$ cat src/rtl/core/efs_ram.sv
// Generic simple dual-port RAM: one write port, one read port, registered read.
// No dependencies.
`timescale 1ns / 1ps

module efs_ram #(
  parameter int DATA_W = 2,
  parameter int DEPTH  = 1024
) (
  input  logic                     clk,
  input  logic                     wr_en,
  input  logic [$clog2(DEPTH)-1:0] wr_addr,
  input  logic [DATA_W-1:0]        wr_data,
  input  logic                     rd_en,
  input  logic [$clog2(DEPTH)-1:0] rd_addr,
  output logic [DATA_W-1:0]        rd_data
);

  logic [DATA_W-1:0] mem [DEPTH];

  always_ff @(posedge clk) begin
    if (wr_en) begin
      mem[wr_addr] <= wr_data;
    end
    if (rd_en) begin
      rd_data <= mem[rd_addr];
    end
  end

endmodule

$ cat config.mk
export PLATFORM = sky130hd
export DESIGN_NAME = efs_ram
export DESIGN_NICKNAME = d
export VERILOG_FILES = /design/src/rtl/core/efs_ram.sv
export SDC_FILE = /design/constraint.sdc
export NUM_CORES = 2
export LEC_CHECK = 0
export ABC_AREA = 1
export BUFFER_PORTS_ARGS = -buffer_cell sky130_fd_sc_hd__buf_2
export CORE_MARGIN = 2
export CORE_UTILIZATION = 57
export DETAILED_ROUTE_END_ITERATION = 16
export PLACE_DENSITY = 0.73
export SLEW_MARGIN = 25
export SYNTH_ARGS = -nofsm -noshare
export SYNTH_HDL_FRONTEND = slang
export SYNTH_SLANG_ARGS = --single-unit
$ cat constraint.sdc
create_clock -name clk -period 4.8 [get_ports clk]
set_clock_uncertainty 0.05 [all_clocks]
set_input_delay 0.48 -clock clk [delete_from_list [all_inputs] [get_ports clk]]
set_output_delay 0.48 -clock clk [all_outputs]
set_load 0.02 [all_outputs]
==> summary.txt <==
Route
  – Final wirelength: 237800 um
  – Via/cell ratio: 6.143
  – DRT Pass-1 Iters: 7
  – Antenna Nets Post-Route: 0
  – Residual DRC: 0
  – WL/cell: 24.00 um
  – Initial DRC Count: 8158
  – Via count: 60870

Floorplan
  – Die W: 394.6 um
  – Core area: 151700 um^2
  – Die height: 394.6 um
  – Row count: 143
  – Die area: 155700 um^2
  – Initial Util: 57.32%
  – I/O pin cnt: 27

STA
  – Min cycle time layout: 2.936 ns
  – Final Hold Vio Count: 0
  – Relative slew slack: 21.71%
  – Fmax: 340.7 MHz
  – Setup TNS: 0 ns
  – Fin Hold WS: 0.08312 ns
  – Final setup viols: 0
  – Fin crit share: 61.16%
  – Final Max Slew Viols: 0
  – Worst-margin pin slew: 1.170 ns
  – RSZ-0062 raised after global routing: no

Critical path
  – Endpoint type of the worst setup path: register
  – Worst Path Required: 5.46 ns
  – CP max stage delay: 0.96 ns
  – CP max stage cell: buf_4
  – CP most frequent cell: nand3_1
  – R2R cell count: 12
  – Crit Path Max Fanout: 71
  – Crit path launch type: input port
  – Cell breakdown of the critical path: buf_8 > buf_4 > nand3_1 > nand3_1 > nand3_1 > nand3_1 > nand3_1 > nand3_1 > nand3_1 > nand2_1 > nand2_1 > nand2_1
  – Worst Path Arrival: 3.59 ns
  – CP Class: input port to register

Outcome
  – Status: finished, final reports clean

Clock network
  – CTS tree: built
  – Max Root-Sink Buffers: 3
  – Clock transition at the registers of the reported paths: 0.07 ns
  – Clock sink count: 2050
  – Cts bufs inserted: 199
  – Post-CTS resize count: 0
  – Clock root buffer: clkbuf_16
  – H-tree Lvls: 4
  – Setup bufs post-CTS: 0
  – Clock latency on the worst-skew pair: 0.84 ns

Pwr
  – Clock share of power: 39.9%
  – Comb pwr share: 6.0%
  – Internal: 28.25 mW
  – Worst VDD drop: 311.5 uV
  – Sw Pwr: 8.189 mW
  – Leakage: 31.78 nW
  – Switching share of power: 22.47%
  – Power density cells: 385.3 nW/um^2
  – Seq pwr share: 54.1%

Finish
  – Share of layout cells above drive strength 1: 5.982%
  – Design area: 94560 um^2
  – Area Growth Syn to Fin: 8.724%
  – Layout Nets: 7740
  – Fill cell total of the finished layout: 11780
  – Fin cells: 9910

Yosys
  – Ys async rst share: 0%
  – Syn. warnings: 0
  – Syn avg cell area: 10.90 um^2
  – Mapped Cells: 7976
  – Mapped cell area: 86970 um^2
  – Synth top area share: 70.78%
  – Top FF cell, synth: edfxtp_1
  – EDFF count, synth: 2050
  – Cell variety after synth: 16
  – Mapped Nets: 8001
  – Post-synth top area cell: edfxtp_1
  – #FFs+latches synth: 2050
  – Top post-synthesis cells by area: edfxtp_1 71%, nand3_1 12%, nand2_1 9.1%
  – Register area share after synthesis: 70.78%

Placed design
  – Placed cell area: 88580 um^2
  – # placed instances: 9543
  – Routability congestion estimate: 0.8469
  – Dpl hpwl: 124600 um
  – PortBufs: 26

Global routing
  – Met1 GRT Util: 39.50%
  – Grt met2 use: 49.12%
  – Global route overflow: 0
  – Vias in the first global route: 59410
  – Layer with the highest usage: met2
  – Global Route met3 Usage: 6.206%
  – Antenna violations before repair: 11
  – Maximum number of pins on one net before global-route repair: 217
  – Total GRT Usage: 30.27%
  – Global-route wire length before repair: 354500 um

Flow run
  – Maxcap violations: 0

Worst hold path
  – Min-Delay Path Depth: 3
  – Worst hold-check path type: input port to register
[power by group through the flow]
stage / logic, mW / registers (mW) / clock network, mW
finish: 2.18 / 19.7 / 14.6
global route: 2.34 / 19.7 / 15.3
CTS: 2.14 / 19.7 / 14.6
detailed placement: 2.13 / 20.1 / 0
global placement: 2.09 / 20.1 / 0
floorplan: 1.25 / 20.1 / 0
[flip-flops by register name (all words and copies together) (netlist names)]
| name | count |
|---|---|
| mem | 2048 |
| rd_data | 2 |
[per-layer routing]
metal	wire (um)	vias up	share of wire, %
li1	-	27210	-
met1	86680	29380	36
met2	112600	3655	47
met3	27540	618	12
met4	10930	8	4.6
met5	57	-	0.024
[logic make-up after synthesis]
kind of cell,count (synthesis),share of synthesized area [%]
DFF,2050,70.78
and+or+nand+nor,5236,25.59
buffers and inverters,690,3.627
[metrics by stage]
stage                     utilization, %  setup WS (ns)  power [mW]
final                              62.32          1.864       36.44
after global routing               62.31          1.835       37.35
after CTS                          62.31          2.037       36.48
after detailed placement           58.38          1.188       22.21
after global placement             58.37          1.229       22.18
after floorplan                        -          2.636       21.34
[synth_stat cells (5+ instances only)]
library cell  number
buf_6              5
edfxtp_1        2050
inv_1             40
nor2_1          1039
nand3_1         2049
nand4_1            5
buf_1             69
clkbuf_1         260
buf_2            257
nor3_1            24
buf_4             53
nand2_1         2119
[what timing repair did]
action | in CTS | in global routing
hold buffers | 1 | 0
setup endpoints to repair | 0 | 0
hold endpoints to repair | 2 | 0
[worst paths after layout]
kind                     from  slack [ns]         end
hold reg to reg    mem[50][1]        1.27  rd_data[1]
setup reg to reg  mem[503][0]        2.59  rd_data[0]
setup / recovery   rd_addr[2]        1.86  rd_data[0]
hold / removal     rd_addr[9]        0.08  rd_data[1]
[area by class of cell]
class	instances	area (um^2)	area share, %
inverter	45	206.4	0.2183
clock inverter	101	643.1	0.6801
tap	2030	2540	2.686
antenna	6	15.01	0.01588
sequential	2050	61560	65.10
timing repair buffer	183	1858	1.965
clock buffer	259	5311	5.617
multi-input combinational	5236	22430	23.72
[worst max-delay path: cells and delay by family]
kind | cells | cell delay, ns
buf+inv | 2 | 1.42
simple gates | 10 | 1.54
[placed cells by master, fill, tap and decap left out, drive strengths merged]
cell         netlist  routed
edfxtp          2050    2050
clkinvlp           0       3
clkbuf           261     259
inv               43      46
nor3              24      24
bufinv             0       5
nand3           2049    2049
dlygate4sd3        0       1
nand2           2119    2119
buf              384     182
nor2            1039    1039
diode              0       6
clkinv             2      92
nand4              5       5
Power figures use the tool's default switching activity.
